==> src/rtl/wsfr_pkg.sv <==
// Types and constants shared by the frame receiver modules.
// No dependencies.

package wsfr_pkg;

	localparam int CFG_IDX_W  = 2;
	localparam int CFG_DATA_W = 32;

	localparam logic [CFG_IDX_W-1:0] REG_MAX_SIZE       = 2'd0;
	localparam logic [CFG_IDX_W-1:0] REG_ALLOW_UNMASKED = 2'd1;
	localparam logic [CFG_IDX_W-1:0] REG_CLIENT_ROLE    = 2'd2;

	localparam logic [31:0] MAX_SIZE_RST = 32'd33554432;

	localparam logic [3:0] OPC_CONT  = 4'h0;
	localparam logic [3:0] OPC_BIN   = 4'h2;
	localparam logic [3:0] OPC_CLOSE = 4'h8;
	localparam logic [3:0] OPC_PING  = 4'h9;

	localparam logic [6:0] LEN_EXT16 = 7'd126;
	localparam logic [6:0] LEN_EXT64 = 7'd127;

	typedef enum logic [2:0] {
		PH_B1  = 3'd0,
		PH_B2  = 3'd1,
		PH_LEN = 3'd2,
		PH_KEY = 3'd3,
		PH_PAY = 3'd4
	} phase_t;

	typedef enum logic [2:0] {
		EV_DATA        = 3'd0,
		EV_EMPTY       = 3'd1,
		EV_PONG        = 3'd2,
		EV_CLOSE_OK    = 3'd3,
		EV_CLOSE_PROTO = 3'd4,
		EV_TOO_LONG    = 3'd5
	} ev_t;

	typedef struct packed {
		logic [31:0] size_limit;
		logic        allow_unmasked;
		logic        client_role;
	} cfg_t;

	typedef struct packed {
		logic       valid;
		ev_t        kind;
		logic [7:0] data;
		logic [3:0] opc;
		logic       last;
	} evt_t;

endpackage

==> src/rtl/wsfr_if.sv <==
// Handshake channel interfaces: received bytes in, events out.
// Depends on nothing.

interface wsfr_byte_if;
	logic       valid;
	logic       ready;
	logic [7:0] rx_byte;

	modport source(output valid, output rx_byte, input ready);
	modport sink(input valid, input rx_byte, output ready);
endinterface

interface wsfr_evt_if;
	logic       valid;
	logic       ready;
	logic [2:0] event_kind;
	logic [7:0] data_byte;
	logic [3:0] message_opcode;
	logic       message_last;

	modport source(output valid, output event_kind, output data_byte,
		output message_opcode, output message_last, input ready);
	modport sink(input valid, input event_kind, input data_byte,
		input message_opcode, input message_last, output ready);
endinterface

==> src/rtl/wsfr_parser.sv <==
// Frame header parser and payload unmasker; one byte per step.
// Depends on wsfr_pkg.

module wsfr_parser import wsfr_pkg::*; (
	input  logic       clk,
	input  logic       arst_n,
	input  logic       step,
	input  logic [7:0] rx_byte,
	input  cfg_t       cfg,
	output evt_t       evt
);

	phase_t      phase_q, phase_n;
	logic        final_q, final_n;
	logic [3:0]  fopc_q, fopc_n;
	logic        masked_q, masked_n;
	logic [63:0] left_q, left_n;
	logic [3:0]  hdr_q, hdr_n;
	logic [31:0] key_q, key_n;
	logic [1:0]  pos_q, pos_n;
	logic [3:0]  mopc_q, mopc_n;
	logic [31:0] mlen_q, mlen_n;
	logic        closed_q, closed_n;

	logic        do_len, do_start, do_end;
	logic        is_data, data_ok, too_long;
	logic [32:0] len_sum;
	logic [31:0] key_sh;
	logic [7:0]  plain;

	always_comb begin
		phase_n  = phase_q;
		final_n  = final_q;
		fopc_n   = fopc_q;
		masked_n = masked_q;
		left_n   = left_q;
		hdr_n    = hdr_q;
		key_n    = key_q;
		pos_n    = pos_q;
		mopc_n   = mopc_q;
		mlen_n   = mlen_q;
		closed_n = closed_q;
		evt      = '0;
		do_len   = 1'b0;
		do_start = 1'b0;
		do_end   = 1'b0;
		too_long = 1'b0;
		len_sum  = '0;
		key_sh   = key_q << {pos_q, 3'b000};
		plain    = rx_byte ^ (masked_q ? key_sh[31:24] : 8'h00);

		if (!closed_q) begin
			case (phase_q)
				PH_B1: begin
					final_n = rx_byte[7];
					fopc_n  = rx_byte[3:0];
					phase_n = PH_B2;
				end
				PH_B2: begin
					masked_n = rx_byte[7];
					if (rx_byte[6:0] == LEN_EXT16 || rx_byte[6:0] == LEN_EXT64) begin
						left_n  = '0;
						hdr_n   = (rx_byte[6:0] == LEN_EXT16) ? 4'd2 : 4'd8;
						phase_n = PH_LEN;
					end else begin
						left_n = {57'd0, rx_byte[6:0]};
						do_len = 1'b1;
					end
				end
				PH_LEN: begin
					left_n = {left_q[55:0], rx_byte};
					hdr_n  = hdr_q - 4'd1;
					do_len = (hdr_q == 4'd1);
				end
				PH_KEY: begin
					key_n    = {key_q[23:0], rx_byte};
					hdr_n    = hdr_q - 4'd1;
					do_start = (hdr_q == 4'd1);
				end
				PH_PAY: begin
					pos_n = pos_q + 2'd1;
					if (left_q != '0)
						left_n = left_q - 64'd1;
					is_data = (fopc_q <= OPC_BIN);
					data_ok = is_data && (cfg.client_role || masked_q || cfg.allow_unmasked);
					if (data_ok) begin
						evt.valid = 1'b1;
						evt.kind  = EV_DATA;
						evt.data  = plain;
						evt.opc   = mopc_q;
						evt.last  = (left_n == '0) && final_q;
						if (left_n == '0) begin
							phase_n = PH_B1;
							if (final_q) begin
								mopc_n = '0;
								mlen_n = '0;
							end
						end
					end else begin
						do_end = (left_n == '0);
					end
				end
				default: phase_n = PH_B1;
			endcase

			// size check as soon as the length is known, control frames too
			if (do_len) begin
				len_sum  = {1'b0, mlen_q} + {1'b0, left_n[31:0]};
				too_long = (left_n[63:32] != '0) || (len_sum >= {1'b0, cfg.size_limit});
				if (too_long) begin
					closed_n  = 1'b1;
					evt.valid = 1'b1;
					evt.kind  = EV_TOO_LONG;
				end else if (masked_n) begin
					phase_n = PH_KEY;
					hdr_n   = 4'd4;
					key_n   = '0;
				end else begin
					do_start = 1'b1;
				end
			end

			is_data = (fopc_n <= OPC_BIN);
			data_ok = is_data && (cfg.client_role || masked_n || cfg.allow_unmasked);

			if (do_start) begin
				pos_n = '0;
				if (data_ok) begin
					if (mopc_n == OPC_CONT && fopc_n != OPC_CONT)
						mopc_n = fopc_n;
					mlen_n = mlen_q + left_n[31:0];
				end
				if (left_n == '0)
					do_end = 1'b1;
				else
					phase_n = PH_PAY;
			end

			if (do_end) begin
				phase_n = PH_B1;
				if (fopc_n == OPC_PING) begin
					evt.valid = 1'b1;
					evt.kind  = EV_PONG;
				end else if (fopc_n == OPC_CLOSE) begin
					closed_n  = 1'b1;
					evt.valid = 1'b1;
					evt.kind  = EV_CLOSE_OK;
				end else if (is_data && !data_ok) begin
					closed_n  = 1'b1;
					evt.valid = 1'b1;
					evt.kind  = EV_CLOSE_PROTO;
				end else if (is_data && final_n) begin
					evt.valid = 1'b1;
					evt.kind  = EV_EMPTY;
					evt.opc   = mopc_n;
					evt.last  = 1'b1;
					mopc_n    = '0;
					mlen_n    = '0;
				end
			end
		end else begin
			is_data = 1'b0;
			data_ok = 1'b0;
		end
	end

	always_ff @(posedge clk or negedge arst_n) begin
		if (!arst_n) begin
			phase_q  <= PH_B1;
			final_q  <= 1'b0;
			fopc_q   <= '0;
			masked_q <= 1'b0;
			left_q   <= '0;
			hdr_q    <= '0;
			key_q    <= '0;
			pos_q    <= '0;
			mopc_q   <= '0;
			mlen_q   <= '0;
			closed_q <= 1'b0;
		end else if (step) begin
			phase_q  <= phase_n;
			final_q  <= final_n;
			fopc_q   <= fopc_n;
			masked_q <= masked_n;
			left_q   <= left_n;
			hdr_q    <= hdr_n;
			key_q    <= key_n;
			pos_q    <= pos_n;
			mopc_q   <= mopc_n;
			mlen_q   <= mlen_n;
			closed_q <= closed_n;
		end
	end

endmodule

==> src/rtl/wsfr_out_reg.sv <==
// Result register between the parser and the event channel.
// Depends on wsfr_pkg and wsfr_if.

module wsfr_out_reg import wsfr_pkg::*; (
	input  logic        clk,
	input  logic        arst_n,
	input  logic        load,
	input  evt_t        evt,
	output logic        free,
	wsfr_evt_if.source  out_ch
);

	logic valid_q;
	evt_t evt_q;

	assign free = !valid_q || out_ch.ready;

	always_ff @(posedge clk or negedge arst_n) begin
		if (!arst_n) begin
			valid_q <= 1'b0;
		end else if (load) begin
			valid_q <= evt.valid;
		end else if (out_ch.ready) begin
			valid_q <= 1'b0;
		end
	end

	always_ff @(posedge clk) begin
		if (load && evt.valid)
			evt_q <= evt;
	end

	assign out_ch.valid          = valid_q;
	assign out_ch.event_kind     = evt_q.kind;
	assign out_ch.data_byte      = evt_q.data;
	assign out_ch.message_opcode = evt_q.opc;
	assign out_ch.message_last   = evt_q.last;

endmodule

==> src/rtl/websocket_frame_receiver_top.sv <==
// Top level of the frame receiver: input register, config registers,
// parser and result register. Depends on wsfr_pkg, wsfr_if, wsfr_parser, wsfr_out_reg.
//
//   channel   dir   payload                                               width
//   in_ch     in    rx_byte                                               8
//   out_ch    out   event_kind, data_byte, message_opcode, message_last   3+8+4+1
//   cfg       in    cfg_wr_en, cfg_index, cfg_wdata                       1+2+32
//
// One byte per cycle while the result register is free; a transferred byte passes the
// input register, then the parser into the result register, before its event shows.
// arst_n clears parser state and loads the register reset values; no clearing pass.
// A held event stalls the parser; the input register still takes one more byte.
// After a close or a drop every byte is taken and dropped until reset.

module websocket_frame_receiver_top import wsfr_pkg::*; (
	input  logic                  clk,
	input  logic                  arst_n,
	input  logic                  cfg_wr_en,
	input  logic [CFG_IDX_W-1:0]  cfg_index,
	input  logic [CFG_DATA_W-1:0] cfg_wdata,
	wsfr_byte_if.sink             in_ch,
	wsfr_evt_if.source            out_ch
);

	cfg_t       cfg_q;
	logic       in_valid_s1;
	logic [7:0] in_byte_s1;
	logic       out_free;
	logic       step;
	evt_t       evt;

	always_ff @(posedge clk or negedge arst_n) begin
		if (!arst_n) begin
			cfg_q.size_limit     <= MAX_SIZE_RST;
			cfg_q.allow_unmasked <= 1'b0;
			cfg_q.client_role    <= 1'b0;
		end else if (cfg_wr_en) begin
			case (cfg_index)
				REG_MAX_SIZE:       cfg_q.size_limit     <= cfg_wdata;
				REG_ALLOW_UNMASKED: cfg_q.allow_unmasked <= cfg_wdata[0];
				REG_CLIENT_ROLE:    cfg_q.client_role    <= cfg_wdata[0];
				default: ;
			endcase
		end
	end

	assign step        = in_valid_s1 && out_free;
	assign in_ch.ready = !in_valid_s1 || step;

	always_ff @(posedge clk or negedge arst_n) begin
		if (!arst_n) begin
			in_valid_s1 <= 1'b0;
		end else if (in_ch.ready) begin
			in_valid_s1 <= in_ch.valid;
		end
	end

	always_ff @(posedge clk) begin
		if (in_ch.ready && in_ch.valid)
			in_byte_s1 <= in_ch.rx_byte;
	end

	wsfr_parser u_parser (
		.clk     (clk),
		.arst_n  (arst_n),
		.step    (step),
		.rx_byte (in_byte_s1),
		.cfg     (cfg_q),
		.evt     (evt)
	);

	wsfr_out_reg u_out_reg (
		.clk    (clk),
		.arst_n (arst_n),
		.load   (step),
		.evt    (evt),
		.free   (out_free),
		.out_ch (out_ch)
	);

endmodule

==> src/flat_wrapper.sv <==
// flat-port wrapper written by rule: the top's interface ports become plain ports
module websocket_frame_receiver_top_flat import wsfr_pkg::*;
  (clk, arst_n, cfg_wr_en, cfg_index, cfg_wdata, in_ch_valid, in_ch_rx_byte, in_ch_ready, out_ch_valid, out_ch_event_kind, out_ch_data_byte, out_ch_message_opcode, out_ch_message_last, out_ch_ready);
  wsfr_byte_if in_ch_i ();
  wsfr_evt_if out_ch_i ();
  input  logic clk;
  input  logic arst_n;
  input  logic cfg_wr_en;
  input  logic [CFG_IDX_W-1:0] cfg_index;
  input  logic [CFG_DATA_W-1:0] cfg_wdata;
  input wire logic [$bits(in_ch_i.valid)-1:0] in_ch_valid;
  input wire logic [$bits(in_ch_i.rx_byte)-1:0] in_ch_rx_byte;
  output wire logic [$bits(in_ch_i.ready)-1:0] in_ch_ready;
  output wire logic [$bits(out_ch_i.valid)-1:0] out_ch_valid;
  output wire logic [$bits(out_ch_i.event_kind)-1:0] out_ch_event_kind;
  output wire logic [$bits(out_ch_i.data_byte)-1:0] out_ch_data_byte;
  output wire logic [$bits(out_ch_i.message_opcode)-1:0] out_ch_message_opcode;
  output wire logic [$bits(out_ch_i.message_last)-1:0] out_ch_message_last;
  input wire logic [$bits(out_ch_i.ready)-1:0] out_ch_ready;
  assign in_ch_i.valid = in_ch_valid;
  assign in_ch_i.rx_byte = in_ch_rx_byte;
  assign in_ch_ready = in_ch_i.ready;
  assign out_ch_valid = out_ch_i.valid;
  assign out_ch_event_kind = out_ch_i.event_kind;
  assign out_ch_data_byte = out_ch_i.data_byte;
  assign out_ch_message_opcode = out_ch_i.message_opcode;
  assign out_ch_message_last = out_ch_i.message_last;
  assign out_ch_i.ready = out_ch_ready;
  websocket_frame_receiver_top u_core (.clk(clk), .arst_n(arst_n), .cfg_wr_en(cfg_wr_en), .cfg_index(cfg_index), .cfg_wdata(cfg_wdata), .in_ch(in_ch_i), .out_ch(out_ch_i));
endmodule
==> config.mk <==
export PLATFORM = sky130hd
export DESIGN_NAME = websocket_frame_receiver_top_flat
export DESIGN_NICKNAME = d
export VERILOG_FILES = /design/src/rtl/wsfr_pkg.sv /design/src/rtl/wsfr_if.sv /design/src/rtl/wsfr_parser.sv /design/src/rtl/wsfr_out_reg.sv /design/src/rtl/websocket_frame_receiver_top.sv /design/src/flat_wrapper.sv
export SDC_FILE = /design/constraint.sdc
export NUM_CORES = 1
export LEC_CHECK = 0
export ABC_CLOCK_PERIOD_IN_PS = 27500
export BUFFER_PORTS_ARGS = -buffer_cell sky130_fd_sc_hd__buf_2
export CAP_MARGIN = 20
export CORE_UTILIZATION = 45
export CTS_BUF_LIST = sky130_fd_sc_hd__clkbuf_4 sky130_fd_sc_hd__clkbuf_8
export CTS_CLUSTER_DIAMETER = 100
export DETAILED_ROUTE_END_ITERATION = 7
export PLACE_DENSITY = 0.59
export SLEW_MARGIN = 20
export SYNTH_ARGS = -nofsm -noshare
export SYNTH_HDL_FRONTEND = slang
export SYNTH_SLANG_ARGS = --single-unit
==> constraint.sdc <==
create_clock -name clk -period 27.5 [get_ports clk]
set_clock_uncertainty 0.1 [all_clocks]
set_input_delay 4.125 -clock clk [delete_from_list [all_inputs] [get_ports clk]]
set_output_delay 4.125 -clock clk [all_outputs]
set_load 0.01 [all_outputs]
# After elaboration in Yosys (flattened, before gate mapping)
# Cells that the tools add are included.
dict set report word_totals {
  memories 0
  register_bits 208
  ramBits 0
  input_bits 47
  latchBits 0
  wordCells 178
  output_inout_bits 18
  mem_bits_ro 0
}
dict set report classes {
  shifts 1
  reduce_logical 37
  addsub 5
  bitwise_logic 4
  div 0
  n_mux 96
  eq_ne 11
  mul 0
  n_lt_le_gt_ge 3
}
# op count
set op_table {}
lappend op_table {{$mux 32} 15}
lappend op_table {{$mux 64} 4}
lappend op_table {{$pmux 64 s3} 1}
lappend op_table {{$logic_not 64->1} 2}
lappend op_table {{$mux 4} 27}
lappend op_table {{$reduce_bool 64->1} 1}
lappend op_table {{$sub 64x1->64 const B} 1}
lappend op_table {{$mux 17} 3}
lappend op_table {{$add 32x32->33} 1}
lappend op_table {{$ge 33x32->1} 1}
lappend op_table {{$add 32x32->32} 1}
lappend op_table {{$reduce_bool 32->1} 1}
lappend op_table {{$shl 32x5->32} 1}
lappend op_table {{$mux 3} 9}
lappend op_table {{$mux 1} 25}
lappend op_table {{$mux 5} 5}
lappend op_table {{$eq 7x7->1 const B} 2}
lappend op_table {{$pmux 3 s4} 1}
lappend op_table {{$logic_and 1x1->1} 9}
lappend op_table {{$eq 4x4->1 const B} 2}
lappend op_table {{$le 4x2->1 const B} 2}
lappend op_table {{$logic_or 1x1->1} 8}
lappend op_table {{$mux 8} 1}
lappend op_table {{$pmux 4 s2} 1}
lappend op_table {{other kinds (23)} 33}

# Longest topological paths before layout
# Gate-level depths: netlist (run 1).
dict set report depth {
  depth_word 21
  ltp_mapped 39
  ltp_nobuf 36
}

# By module
# A second synthesis (run 1) with hierarchy kept.
dict set report unflattened {
  hier_cells 1805
  area_unflattened_um2 15563.7
}
# mod area_per_inst_um2 cells_each instances
set modules_own_cells {}
lappend modules_own_cells {wsfr_parser 13435.4 1698 1}
lappend modules_own_cells {websocket_frame_receiver_top 1592.8 87 1}
lappend modules_own_cells {wsfr_out_reg 535.5 20 1}

# Worst setup path before layout (run 1)
# OpenSTA, ideal clock, no wires.
dict set report synth_path {
  kind {register to register}
  start {reg u_core.u_parser.left_q[24]}
  end {reg u_core.u_out_reg.evt_q (netlist bit u_core.u_out_reg.out_ch.data_byte[0]) (enable)}
  synth_period_minus_slack_ns 8.763
  slack_ns 18.737
  t_arrival_ns 8.249
  setup_time_ns 0.414
  required_ns 26.986
  path_stages_with_launch 33
  path_cell_list {dfrtp_1 -> buf_2 -> or4_1 -> clkbuf_1 -> or4_1 -> or4_1 -> o41ai_1 -> a22oi_1 -> o21ai_0 -> ha_1 -> a21o_1 -> a21oi_1 -> o21ai_0 -> a21oi_1 -> o21ai_0 -> a31oi_1 -> a211oi_1 -> o21ai_0 -> nand2b_1 -> a21o_1 -> a21oi_1 -> xnor2_1 -> ha_1 -> and4_1 -> nand4_1 -> nor4_1 -> a2111oi_0 -> nand3_1 -> a41o_1 -> a21o_1 -> o21ai_2 -> o21ai_1 -> o31ai_1}
}
dict set report synth_between {
  elab_chain_len 18
  word_cells_on_any_way 30
  classes_between {add/sub: 2; order compare: 1; mux: 21; reduce/logical: 6}
}
# element line_no
set synth_rtl {}
lappend synth_rtl {{start: declaration} wsfr_parser.sv:17} ;# logic [63:0] left_q, left_n;
lappend synth_rtl {{start signal: assignment} wsfr_parser.sv:185} ;# left_q <= left_n;
lappend synth_rtl {{$sub 64x1->64 or $reduce_bool 64->1 (tied branches)} {wsfr_parser.sv:83, wsfr_parser.sv:82}}
lappend synth_rtl {{$mux 64} wsfr_parser.sv:82} ;# if (left_q != '0)
lappend synth_rtl {{$mux 64} wsfr_parser.sv:53} ;# case (phase_q)
lappend synth_rtl {{$mux 64} wsfr_parser.sv:52} ;# if (!closed_q) begin
lappend synth_rtl {{$pmux 64 s3} wsfr_parser.sv:53}
lappend synth_rtl {{$mux 64} wsfr_parser.sv:52}
lappend synth_rtl {{$add 32x32->33} wsfr_parser.sv:108} ;# len_sum = {1'b0, mlen_q} + {1'b0, left_n[31:0]};
lappend synth_rtl {{$ge 33x32->1} wsfr_parser.sv:109} ;# too_long = (left_n[63:32] != '0) || (len_sum >= {1'b0, cfg.size_limit});
lappend synth_rtl {{(+2 left out)} --}
lappend synth_rtl {{$mux 4} wsfr_parser.sv:107} ;# if (do_len) begin
lappend synth_rtl {{$mux 4} wsfr_parser.sv:152} ;# end else if (is_data && final_n) begin
lappend synth_rtl {{$mux 4} wsfr_parser.sv:148} ;# end else if (is_data && !data_ok) begin
lappend synth_rtl {{$mux 4} wsfr_parser.sv:144} ;# end else if (fopc_n == OPC_CLOSE) begin
lappend synth_rtl {{$mux 4} wsfr_parser.sv:141} ;# if (fopc_n == OPC_PING) begin
lappend synth_rtl {{$mux 4 (*)} wsfr_parser.sv:139} ;# if (do_end) begin
lappend synth_rtl {{$mux 17 (*)} wsfr_parser.sv:52}
lappend synth_rtl {{$logic_and 1x1->1 (*)} wsfr_out_reg.sv:29} ;# if (load && evt.valid)
lappend synth_rtl {{end signal: assignment} wsfr_out_reg.sv:30} ;# evt_q <= evt;
lappend synth_rtl {{end: declaration} wsfr_out_reg.sv:14} ;# evt_t evt_q;
# Mark *: on every way between the ends. The rest lies on a longest branch, timed or not. The select of a mux whose other input is x is not followed.
# A chain may end at the register's enable or synchronous reset.

# Worst setup path in the final report (run 1)
dict set report layout_path {
  start {reg u_core.u_parser.left_q[16]}
  end {reg u_core.u_parser.key_q[2]}
}
dict set report layout_between {
  elab_chain_len 11
  word_cells_on_any_way 13
  classes_between {add/sub: 2; order compare: 1; mux: 7; reduce/logical: 3}
}
# element line_no
set layout_rtl {}
lappend layout_rtl {{$sub 64x1->64 or $reduce_bool 64->1 (tied branches)} {wsfr_parser.sv:83, wsfr_parser.sv:82}}
lappend layout_rtl {{$mux 64} wsfr_parser.sv:82}
lappend layout_rtl {{$mux 64} wsfr_parser.sv:53}
lappend layout_rtl {{$mux 64} wsfr_parser.sv:52}
lappend layout_rtl {{$pmux 64 s3 (*)} wsfr_parser.sv:53}
lappend layout_rtl {{$mux 64 (*)} wsfr_parser.sv:52}
lappend layout_rtl {{$add 32x32->33} wsfr_parser.sv:108}
lappend layout_rtl {{$ge 33x32->1} wsfr_parser.sv:109}
lappend layout_rtl {{$logic_or 1x1->1 (*)} wsfr_parser.sv:109}
lappend layout_rtl {{$mux 32 (*)} wsfr_parser.sv:110} ;# if (too_long) begin
lappend layout_rtl {{$mux 32 (*)} wsfr_parser.sv:107}
lappend layout_rtl {{end signal: assignment} wsfr_parser.sv:187} ;# key_q <= key_n;
lappend layout_rtl {{end: declaration} wsfr_parser.sv:19} ;# logic [31:0] key_q, key_n;
# Marked as above.

==> impl_metrics.csv, run 1 <==
group,metric,value,unit
logic_synthesis,ys_ff_latch,208,
drt,drc,0,
sta,rsz0062_at_grt,"no",
cells_and_area,seqCellArea,0.005326,mm²
floorplan,initial_core_util,45.61,%
clocking,clkTransAtPathRegs,0.07,ns
logic_synthesis,synth_cell_types,93,
power_and_ir_drop,max-vdd-ir-drop,0.00003417,V
clocking,clock_path_buffers,3,
sta,slew_viol_final,0,
drt,first_pass_iters,8,
worst_hold_path,min-delay-start,"u_core.u_parser.key_q[26]",
power_and_ir_drop,power_density,42.24,mW/mm²
drt,route.vias.total,13970,
logic_synthesis,yosysTopAreaCellShare,30.94,%
logic_synthesis,async_reset_ff_share,88.46,%
global_route,grt_start_max_net_pins,109,
critical_path,critPathMaxStageDelay,0.66,ns
global_route,gr-total-overflow,0,
worst_hold_path,whs_path_depth,1,
power_and_ir_drop,leakage,7.254,nW
clocking,post_cts_resized,0,
cells_and_area,drive_gt1_share,12.68,%
logic_synthesis,synth.yosys.seq_area_share,35.98,%
sta,hold_viol,0,
critical_path,r2r-start,"u_core.u_parser.left_q[16]",
cells_and_area,final_util,49.87,%
cells_and_area,diodes,0,
clocking,root_buffer,"clkbuf_8",
global_route,grt_pass1_vias,13230,
cells_and_area,fillers,3152,
sta,maxSlewHeadroom,28.85,%
critical_path,crit_path_start_kind,"flop",
drt,drt_iter0_markers,1705,
worst_hold_path,min_to,"u_core.u_parser.key_q[26]",
placed_design,place.gp.congestion,1.038,
floorplan,row_count,66,
sta,tightest_slew,1.065,ns
logic_synthesis,ys.warnings.count,0,
run_status,status,"finished clean",
floorplan,die_w,183.4,µm
critical_path,cp_slowest_cell,"or4_1",
logic_synthesis,syn_nets,1851,
drt,final_antenna_net_count,0,
placed_design,post-dp-hpwl,34700,µm
global_route,antenna_found_initial,0,
floorplan,dieArea,0.03362,mm²
clocking,htreeDepth,2,
clocking,cts.sinks,208,
logic_synthesis,synth.avg_cell_area,8.532,µm²
logic_synthesis,synth_edf_count,24,
sta,final.setup.tns,0,ns
sta,fin_crit_sh,36.60,%
clocking,cts_tree,"yes",
logic_synthesis,syn_inst,1735,
job,maxCapViolCount,0,
sta,max_freq,0.09935,GHz
floorplan,die_h,183.4,µm
critical_path,path_class,"reg -> reg",
critical_path,cp_max_fo,32,
placed_design,port_buffers,64,
logic_synthesis,yosys-top-cells-area,"dfrtp_1 31%, nand2_1 6.6%, ha_1 5.7%, edfxtp_1 4.9%, o21ai_0 4.6%",
critical_path,cp.arrival,10.44,ns
critical_path,cp.required,27.87,ns
sta,period_minus_slack,10.07,ns
floorplan,io_pins,65,
placed_design,dp_slack,17.73,ns
logic_synthesis,synth_top_cell_by_area,"dfrtp_1",
floorplan,core,0.03245,mm²
clocking,ctsHoldBuffers,0,
drt,vias_per_cell,6.347,
worst_hold_path,hp-class,"reg -> reg",
critical_path,timing.rr.end,"u_core.u_parser.key_q[2]",
global_route,grtUsageTotal,29.88,%
cells_and_area,multiInputGateArea,0.008771,mm²
critical_path,reg2reg_depth,31,
cells_and_area,synthToLayoutAreaGrowth,9.340,%
critical_path,crit_path_end_kind,"flop",
drt,routedWlPerCell,22.49,µm
cells_and_area,layout.nets,1846,
drt,wl,49490,µm
clocking,numCtsBuffers,38,
clocking,cts_setup_buffers,0,
clocking,insertion_delay,0.60,ns
logic_synthesis,ys.flop_type,"dfrtp_1",
sta,fin_ws,17.43,ns
logic_synthesis,synth_area,0.01480,mm²
sta,setup_viol,0,
critical_path,rrSetupSlack,17.43,ns
global_route,grt_first_pass_wirelength,77720,µm
## critical path, delay by kind of cell, from the launching register on
family	cells	cell delay, ns
flip-flops	1	0.53
AO/OA/AOI/OAI	15	3.96
AND/OR/NAND/NOR	13	4.41
XOR/XNOR	1	0.19
adder cells (fa/ha/maj)	2	0.69
## per-stage QoR
step	hold slack [ns]	instances	power [mW]	area [µm²]
global route	0.4199	2201	0.7140	16190
global placement	0.3774	2132	0.3694	15350
detailed placement	0.3781	2132	0.3705	15360
CTS	0.4017	2201	0.6920	16180
floorplan	0.3615	1735	0.3503	14800
finish	0.3979	2201	0.6836	16190
## power by group
part	leakage, nW	total, mW	internal, mW	switching (mW)
clock network	0.437	0.319	0.179	0.140
registers	2.73	0.326	0.321	0.00553
logic	4.08	0.0386	0.0135	0.0250
## how the worst max path moves through the flow
stage	slack, ns	endpoint	from
6_report	17.43	u_core.u_parser.key_q[2]	u_core.u_parser.left_q[16]
2_1_floorplan	18.74	u_core.u_out_reg.out_ch.data_byte[0]	u_core.u_parser.left_q[24]
4_1_cts	17.68	u_core.u_parser.key_q[2]	u_core.u_parser.left_q[16]
5_1_grt	16.87	u_core.u_parser.key_q[18]	u_core.u_parser.left_q[12]
3_3_place_gp	17.91	u_core.u_parser.key_q[2]	u_core.u_parser.left_q[24]
3_5_place_dp	17.73	u_core.u_parser.key_q[2]	u_core.u_parser.left_q[24]
## registers in the layout, indices dropped and copies added, names as in the netlist
signal	count
u_core.u_parser.left_q	64
u_core.u_parser.fopc_q	4
u_core.u_parser.mopc_q	4
u_core.u_parser.masked_q	1
u_core.cfg_q	34
u_core.u_out_reg.out_ch.valid	1
u_core.u_parser.phase_q	3
u_core.u_out_reg.out_ch.data_byte	8
u_core.u_parser.key_q	32
u_core.u_parser.hdr_q	4
u_core.u_out_reg.out_ch.message_last	1
u_core.in_valid_s1	1
u_core.u_out_reg.out_ch.event_kind	3
u_core.in_byte_s1	8
u_core.u_parser.mlen_q	32
u_core.u_parser.closed_q	1
u_core.u_out_reg.out_ch.message_opcode	4
u_core.u_parser.final_q	1
u_core.u_parser.pos_q	2
## cells in the final DEF, fill, tap and decap left out, types with 52 or more instances in the layout
| cell | count |
|---|---|
| inv_1 | 56 |
| dfrtp_1 | 183 |
| nand2_1 | 259 |
| buf_2 | 63 |
| a21oi_1 | 79 |
| nor3_1 | 52 |
| nor2_1 | 107 |
| ha_1 | 68 |
| o21ai_0 | 135 |
| a22o_1 | 70 |
## routing by layer
layer | GRT usage (%) | vias up | routed length (µm)
met5 | 0 | - | 0
met4 | 12.17 | 0 | 1928
met3 | 5.500 | 131 | 3949
met2 | 44.35 | 690 | 21110
met1 | 42.64 | 6696 | 22500
li1 | - | 6452 | -
## area by class of cell
cell class | instances | share of cell area (%)
Timing Repair Buffer | 87 | 3.123
Clock buffer | 64 | 4.785
Clock inverter | 5 | 0.2783
Tap cell | 442 | 3.417
Multi-Input combinational cell | 1339 | 54.19
Inverter | 56 | 1.299
Sequential cell | 208 | 32.91
## cell usage after synthesis, types with 6 or more instances
master and count:
a2111oi_0 6, a211oi_1 19, a21o_1 27, a21oi_1 79, a221oi_1 9, a22o_1 70
a22oi_1 17, a31oi_1 16, and3_1 7, and4_1 9, buf_2 11, clkbuf_1 111
dfrtp_1 183, edfxtp_1 24, ha_1 68, inv_1 56, mux2_2 8, mux2i_1 11
mux4_2 8, nand2_1 259, nand2b_1 17, nand3_1 36, nand3b_1 6, nand4_1 30
nor2_1 110, nor2b_1 13, nor3_1 52, nor3b_1 13, nor4_1 42, nor4b_1 8
o211ai_1 14, o21a_1 18, o21ai_0 135, o31a_1 8, o31ai_1 12, or2_2 10
or3_1 7, or4_1 19, xnor2_1 36, xor2_1 24
## cells by family (layout without fill, tap and decap cells)
group,Yosys count,after routing,synth area share [%]
simple gates,669,669,22.73
compound gates,514,514,24.15
flops,208,208,35.98
buf+inv,188,212,5.139
fa+ha+maj,69,69,5.883
xor+xnor,60,60,3.550
mux,27,27,2.570
Power figures use the tool's default switching activity.
==> run 2: changes to the inputs <==
Settings changed: ABC_CLOCK_PERIOD_IN_PS 27500 to 9400.
Clock period 27.5 ns to 9.4 ns, I/O delays scaled along.
==> run 2 against run 1 <==
  * Register-to-register slack lost 17 ns
  * Critical path depth shrank 2
  * Utilization grew 0.82 points
  * Flip-flop and latch count is the same
  * Global-route usage grew 0.74 points
  * Worst setup slack lost 17 ns
  * Sequential share of layout area shrank 0.53 points
  * Via count grew 1.3%
  * Final cell count grew 1.7%
  * Die area is the same
  * Maximum frequency grew 12%
==> impl_metrics.csv, run 2 (synthesis results as in run 1) <==
group,metric,value,unit
clocking,htreeDepth,2,
power_and_ir_drop,combPwrFrac,5.6,%
floorplan,die_w,183.4,µm
clocking,insertion_delay,0.61,ns
sta,final.setup.tns,0,ns
power_and_ir_drop,power_frac_seq,48.1,%
critical_path,path_delay_family,"compound AO/OA/AOI/OAI gates",
cells_and_area,mostFrequentLayoutCells,"259 x nand2_1, 183 x dfrtp_1, 133 x o21ai_0, 107 x nor2_1, 78 x a21oi_1",
cells_and_area,diodes,0,
floorplan,die_h,183.4,µm
power_and_ir_drop,internal-power,1.486,mW
sta,setup_viol,0,
cells_and_area,instances_no_fill,2238,
drt,wl,50450,µm
floorplan,dieArea,0.03362,mm²
critical_path,reg2reg_depth,29,
global_route,grt_pass1_vias,13650,
drt,first_pass_iters,6,
power_and_ir_drop,p_switching,0.4987,mW
worst_hold_path,whs_path_depth,1,
critical_path,cp.depth,29,
clocking,root_buffer,"clkbuf_8",
drt,final_antenna_net_count,0,
critical_path,path_class,"reg -> reg",
critical_path,r2r-start,"u_core.u_parser.left_q[17]",
floorplan,io_pins,65,
critical_path,cp_max_fo,16,
clocking,clkTransAtPathRegs,0.06,ns
clocking,ctsHoldBuffers,0,
global_route,grtUsageTotal,30.62,%
floorplan,initial_core_util,45.61,%
power_and_ir_drop,clkPwrFrac,46.3,%
critical_path,crit_path_end_kind,"flop",
sta,whs,0.4010,ns
power_and_ir_drop,max-vdd-ir-drop,0.0001164,V
global_route,antenna_found_initial,1,
drt,routedWlPerCell,22.54,µm
sta,period_minus_slack,8.952,ns
cells_and_area,final_util,50.69,%
worst_hold_path,min-delay-start,"u_core.u_parser.key_q[31]",
drt,vias_per_cell,6.321,
critical_path,worst-path-buf-inv,1,
clocking,numCtsBuffers,39,
cells_and_area,synthToLayoutAreaGrowth,11.13,%
job,maxCapViolCount,0,
critical_path,critPathMaxStageDelay,0.68,ns
global_route,grt_first_pass_wirelength,79360,µm
critical_path,cp.required,9.58,ns
critical_path,crit_path_start_kind,"flop",
clocking,cts.sinks,208,
worst_hold_path,min_to,"u_core.u_parser.key_q[31]",
cells_and_area,final_common_cell,"nand2_1",
drt,drt_iter0_markers,1662,
sta,max_freq,0.1117,GHz
power_and_ir_drop,power_density,120.6,mW/mm²
power_and_ir_drop,netSwitchingFraction,25.13,%
cells_and_area,drive_gt1_share,14.37,%
clocking,cts_tree,"yes",
critical_path,cp_common_cell,"or4_1",
critical_path,rrSetupSlack,0.45,ns
floorplan,row_count,66,
global_route,grt_start_max_net_pins,74,
critical_path,cp_slowest_cell,"or4_1",
sta,tightest_slew,1.102,ns
cells_and_area,top_register,"u_core.u_parser.left_q",
sta,maxSlewHeadroom,26.56,%
drt,drc,0,
cells_and_area,largest_register_ff_count,64,
global_route,gr-total-overflow,0,
drt,route.vias.total,14150,
sta,slew_viol_final,0,
floorplan,core,0.03245,mm²
placed_design,post-dp-hpwl,35520,µm
cells_and_area,top_regs,"u_core.u_parser.left_q (64), u_core.cfg_q (34)",
placed_design,place.gp.congestion,0.9973,
sta,hold_viol,0,
critical_path,timing.rr.end,"u_core.u_out_reg.out_ch.data_byte[6]",
sta,rsz0062_at_grt,"no",
run_status,status,"finished clean",
cells_and_area,layout.nets,1882,
placed_design,port_buffers,64,
critical_path,cp.arrival,9.13,ns
worst_hold_path,hp-class,"reg -> reg",
clocking,clock_path_buffers,3,
sta,fin_crit_sh,95.24,%
power_and_ir_drop,leakage,7.420,nW
placed_design,dp.cells,2167,
==> run 2: cell count changes in the layout (fill, tap and decap cells not counted), sizes merged <==
cell / change
buf: +35
clkinv: +3
clkbuf: -1
==> run 2: how the worst max path moves through the flow <==
stage,from,to
finish,u_core.u_parser.left_q[17],u_core.u_out_reg.out_ch.data_byte[6]
global route,u_core.u_parser.left_q[17],u_core.u_out_reg.out_ch.data_byte[4]
CTS,u_core.u_parser.left_q[21],u_core.u_out_reg.out_ch.data_byte[4]
detailed placement,u_core.u_parser.left_q[21],u_core.u_out_reg.out_ch.data_byte[5]
global placement,u_core.u_parser.left_q[35],u_core.u_out_reg.out_ch.data_byte[3]
floorplan,u_core.u_parser.left_q[24],u_core.u_out_reg.out_ch.data_byte[0]
==> run 2: per-layer routing <==
metal | track usage [%] | share of wire, % | up-vias
met2 | 45.73 | 43 | 704
met3 | 4.925 | 7.9 | 155
li1 | - | - | 6535
met5 | 0 | 0.048 | -
met4 | 14.10 | 4.8 | 2
met1 | 43.30 | 44 | 6750
==> run 2: layout make-up <==
cell class / count / area [µm²]
repair buffers: 122 / 777.0
inverters: 56 / 210.2
clock buffers: 63 / 754.5
well taps: 442 / 553.0
flip-flops and latches: 208 / 5326
clock inverters: 8 / 43.79
multi-input cells: 1339 / 8786
fillers: 3144 / 16000
==> run 2: through the flow <==
stage,setup WS [ns],total power [mW],area [µm²]
finish,0.4479,1.984,16450
detailed placement,0.1399,1.084,15630
floorplan,0.6372,1.025,14800
CTS,0.09428,2.009,16420
global placement,0.2352,1.081,15630
global route,0.03140,2.064,16450
==> run 2: what timing repair did <==
item                                   4_1_cts  5_1_grt
setup endpoints to repair                    0       97
gates resized for setup                      0        6
endpoints found under the hold margin        0        0
setup buffers                                0        0
==> run 2: power groups by stage <==
stage	combinational (mW)	sequential (mW)	clock (mW)
2_1_floorplan	0.0627	0.962	0
3_3_place_gp	0.110	0.971	0
3_5_place_dp	0.113	0.971	0
4_1_cts	0.114	0.955	0.941
5_1_grt	0.131	0.957	0.976
6_report	0.111	0.955	0.918
==> run 3: changes to the inputs <==
Settings changed: MAX_ROUTING_LAYER set to met4.
==> run 3 against run 2 <==
  * Wire length up 2.5%
  * Count of clock-buffer cells in the layout did not move
  * Critical path type unchanged
  * Maximum frequency grew 3.2%
  * Utilization rose by 0.39 points
  * Die area stayed put
  * Via count rose by 0.96%
  * Largest cell class unchanged
  * Critical path depth up 3
  * Final cell count up 0.54%
==> impl_metrics.csv, run 3 (synthesis results as in run 1) <==
group,metric,value,unit
sta,hold_viol,0,
placed_design,dp_slack,0.5459,ns
global_route,grt_pass1_vias,13510,
global_route,grt_first_pass_wirelength,80990,µm
worst_hold_path,hp-class,"reg -> reg",
power_and_ir_drop,power_density,122.7,mW/mm²
clocking,insertion_delay,0.61,ns
placed_design,dp.cells,2175,
sta,fin_ws,0.7275,ns
job,maxCapViolCount,0,
power_and_ir_drop,combPwrFrac,5.5,%
critical_path,critPathMaxStageDelay,0.65,ns
clocking,numCtsBuffers,40,
drt,vias_per_cell,6.348,
sta,setup_viol,0,
global_route,grt_start_max_net_pins,107,
power_and_ir_drop,power_frac_seq,47.0,%
global_route,top_usage_layer,"met2",
critical_path,cp.arrival,9.04,ns
floorplan,die_w,183.4,µm
critical_path,cp.required,9.77,ns
sta,max_freq,0.1153,GHz
cells_and_area,final_common_cell,"nand2_1",
floorplan,initial_core_util,45.61,%
cells_and_area,instances_no_fill,2250,
cells_and_area,final_cell_area,0.01658,mm²
floorplan,core,0.03245,mm²
cells_and_area,synthToLayoutAreaGrowth,11.99,%
critical_path,path_class,"reg -> reg",
cells_and_area,largest_register_ff_count,64,
global_route,gr-total-overflow,0,
clocking,ctsHoldBuffers,0,
power_and_ir_drop,leakage,7.490,nW
run_status,status,"finished clean",
critical_path,reg2reg_depth,32,
placed_design,place.gp.congestion,1.024,
floorplan,die_h,183.4,µm
clocking,clock_path_buffers,3,
power_and_ir_drop,clkPwrFrac,47.6,%
worst_hold_path,whs_path_depth,1,
sta,fin_crit_sh,92.26,%
cells_and_area,top_regs,"u_core.u_parser.left_q (64), u_core.cfg_q (34)",
drt,route.vias.total,14280,
cells_and_area,top_register,"u_core.u_parser.left_q",
placed_design,post-dp-hpwl,36680,µm
critical_path,crit_path_start_kind,"flop",
sta,tightest_slew,1.071,ns
sta,rsz0062_at_grt,"no",
power_and_ir_drop,internal-power,1.519,mW
cells_and_area,layout.nets,1893,
critical_path,cp_slowest_cell,"or4_1",
global_route,grtUsageTotal,32.20,%
clocking,clkTransAtPathRegs,0.06,ns
global_route,antenna_found_initial,1,
clocking,cts.sinks,208,
clocking,root_buffer,"clkbuf_8",
sta,maxSlewHeadroom,27.67,%
global_route,use_met1,43.77,%
floorplan,io_pins,65,
power_and_ir_drop,netSwitchingFraction,25.33,%
critical_path,cp_max_fo,32,
drt,wl,51700,µm
power_and_ir_drop,max-vdd-ir-drop,0.0001254,V
placed_design,port_buffers,64,
drt,routedWlPerCell,22.98,µm
clocking,cts_tree,"yes",
cells_and_area,mostFrequentLayoutCells,"258 x nand2_1, 183 x dfrtp_1, 135 x o21ai_0, 107 x nor2_1, 78 x a21oi_1",
clocking,htreeDepth,2,
floorplan,row_count,66,
power_and_ir_drop,p_switching,0.5154,mW
sta,final.setup.tns,0,ns
critical_path,cp_common_cell,"o21ai_0",
drt,drc,0,
floorplan,dieArea,0.03362,mm²
drt,drt_iter0_markers,1552,
drt,first_pass_iters,8,
global_route,grt_util_met2,47.15,%
placed_design,placed_area,0.01569,mm²
drt,final_antenna_net_count,0,
global_route,met3_usage,5.282,%
sta,period_minus_slack,8.673,ns
critical_path,crit_path_end_kind,"flop",
cells_and_area,drive_gt1_share,15.05,%
sta,slew_viol_final,0,
==> run 3: worst max-delay path: cells and delay by family, from the launching register on <==
kind	cells	cell delay (ns)
xor+xnor	1	0.17
simple gates	9	2.50
buf+inv	1	0.28
fa+ha+maj	2	0.65
flops	1	0.50
compound gates	19	4.30
==> run 3: metrics by stage <==
step                      hold slack [ns]  total power [mW]  util (%)
after floorplan                    0.3615             1.025         -
after global placement             0.3776             1.080     48.33
after detailed placement           0.3844             1.084     48.33
after CTS                          0.3992             2.057     50.95
after global routing               0.4195             2.110     51.08
final                              0.4021             2.034     51.08
==> run 3: timing repair <==
action                     in CTS  in global routing
setup buffers                   0                  2
resized for setup               0                  3
setup endpoints to repair       0                 90
==> run 3: routing by layer <==
layer / part of all wire [%] / routed length [µm]
met3: 8.8 / 4560
met4: 4.3 / 2229
met1: 43 / 22330
met5: 0 / 0
met2: 44 / 22580
==> run 3: area by class of cell <==
cell class | instances | area [µm²]
multi-input combinational | 1339 | 8780
fill | 3084 | 15880
inverter | 56 | 210.2
clock buffer | 63 | 754.5
timing repair buffer | 132 | 855.8
tap | 442 | 553.0
antenna | 1 | 2.502
sequential | 208 | 5326
clock inverter | 9 | 95.09
==> run 3: worst paths after layout <==
check,slack [ns],to,from
min in group asynchronous,0.79,u_core.u_parser.left_q[24],arst_n
max,0.73,u_core.u_parser.mlen_q[27],u_core.u_parser.left_q[17]
max in group asynchronous,7.16,u_core.u_parser.left_q[22],arst_n
min,0.40,u_core.u_parser.key_q[26],u_core.u_parser.key_q[26]
min reg2reg,0.40,u_core.u_parser.key_q[26],u_core.u_parser.key_q[26]
max reg2reg,0.73,u_core.u_parser.mlen_q[27],u_core.u_parser.left_q[17]
==> run 3: power groups by stage <==
stage | Combinational [mW] | Clock [mW] | Sequential [mW]
after floorplan | 0.0627 | 0 | 0.962
after global placement | 0.110 | 0 | 0.970
after detailed placement | 0.112 | 0 | 0.971
after CTS | 0.114 | 0.988 | 0.955
after global routing | 0.130 | 1.02 | 0.957
final | 0.112 | 0.968 | 0.955
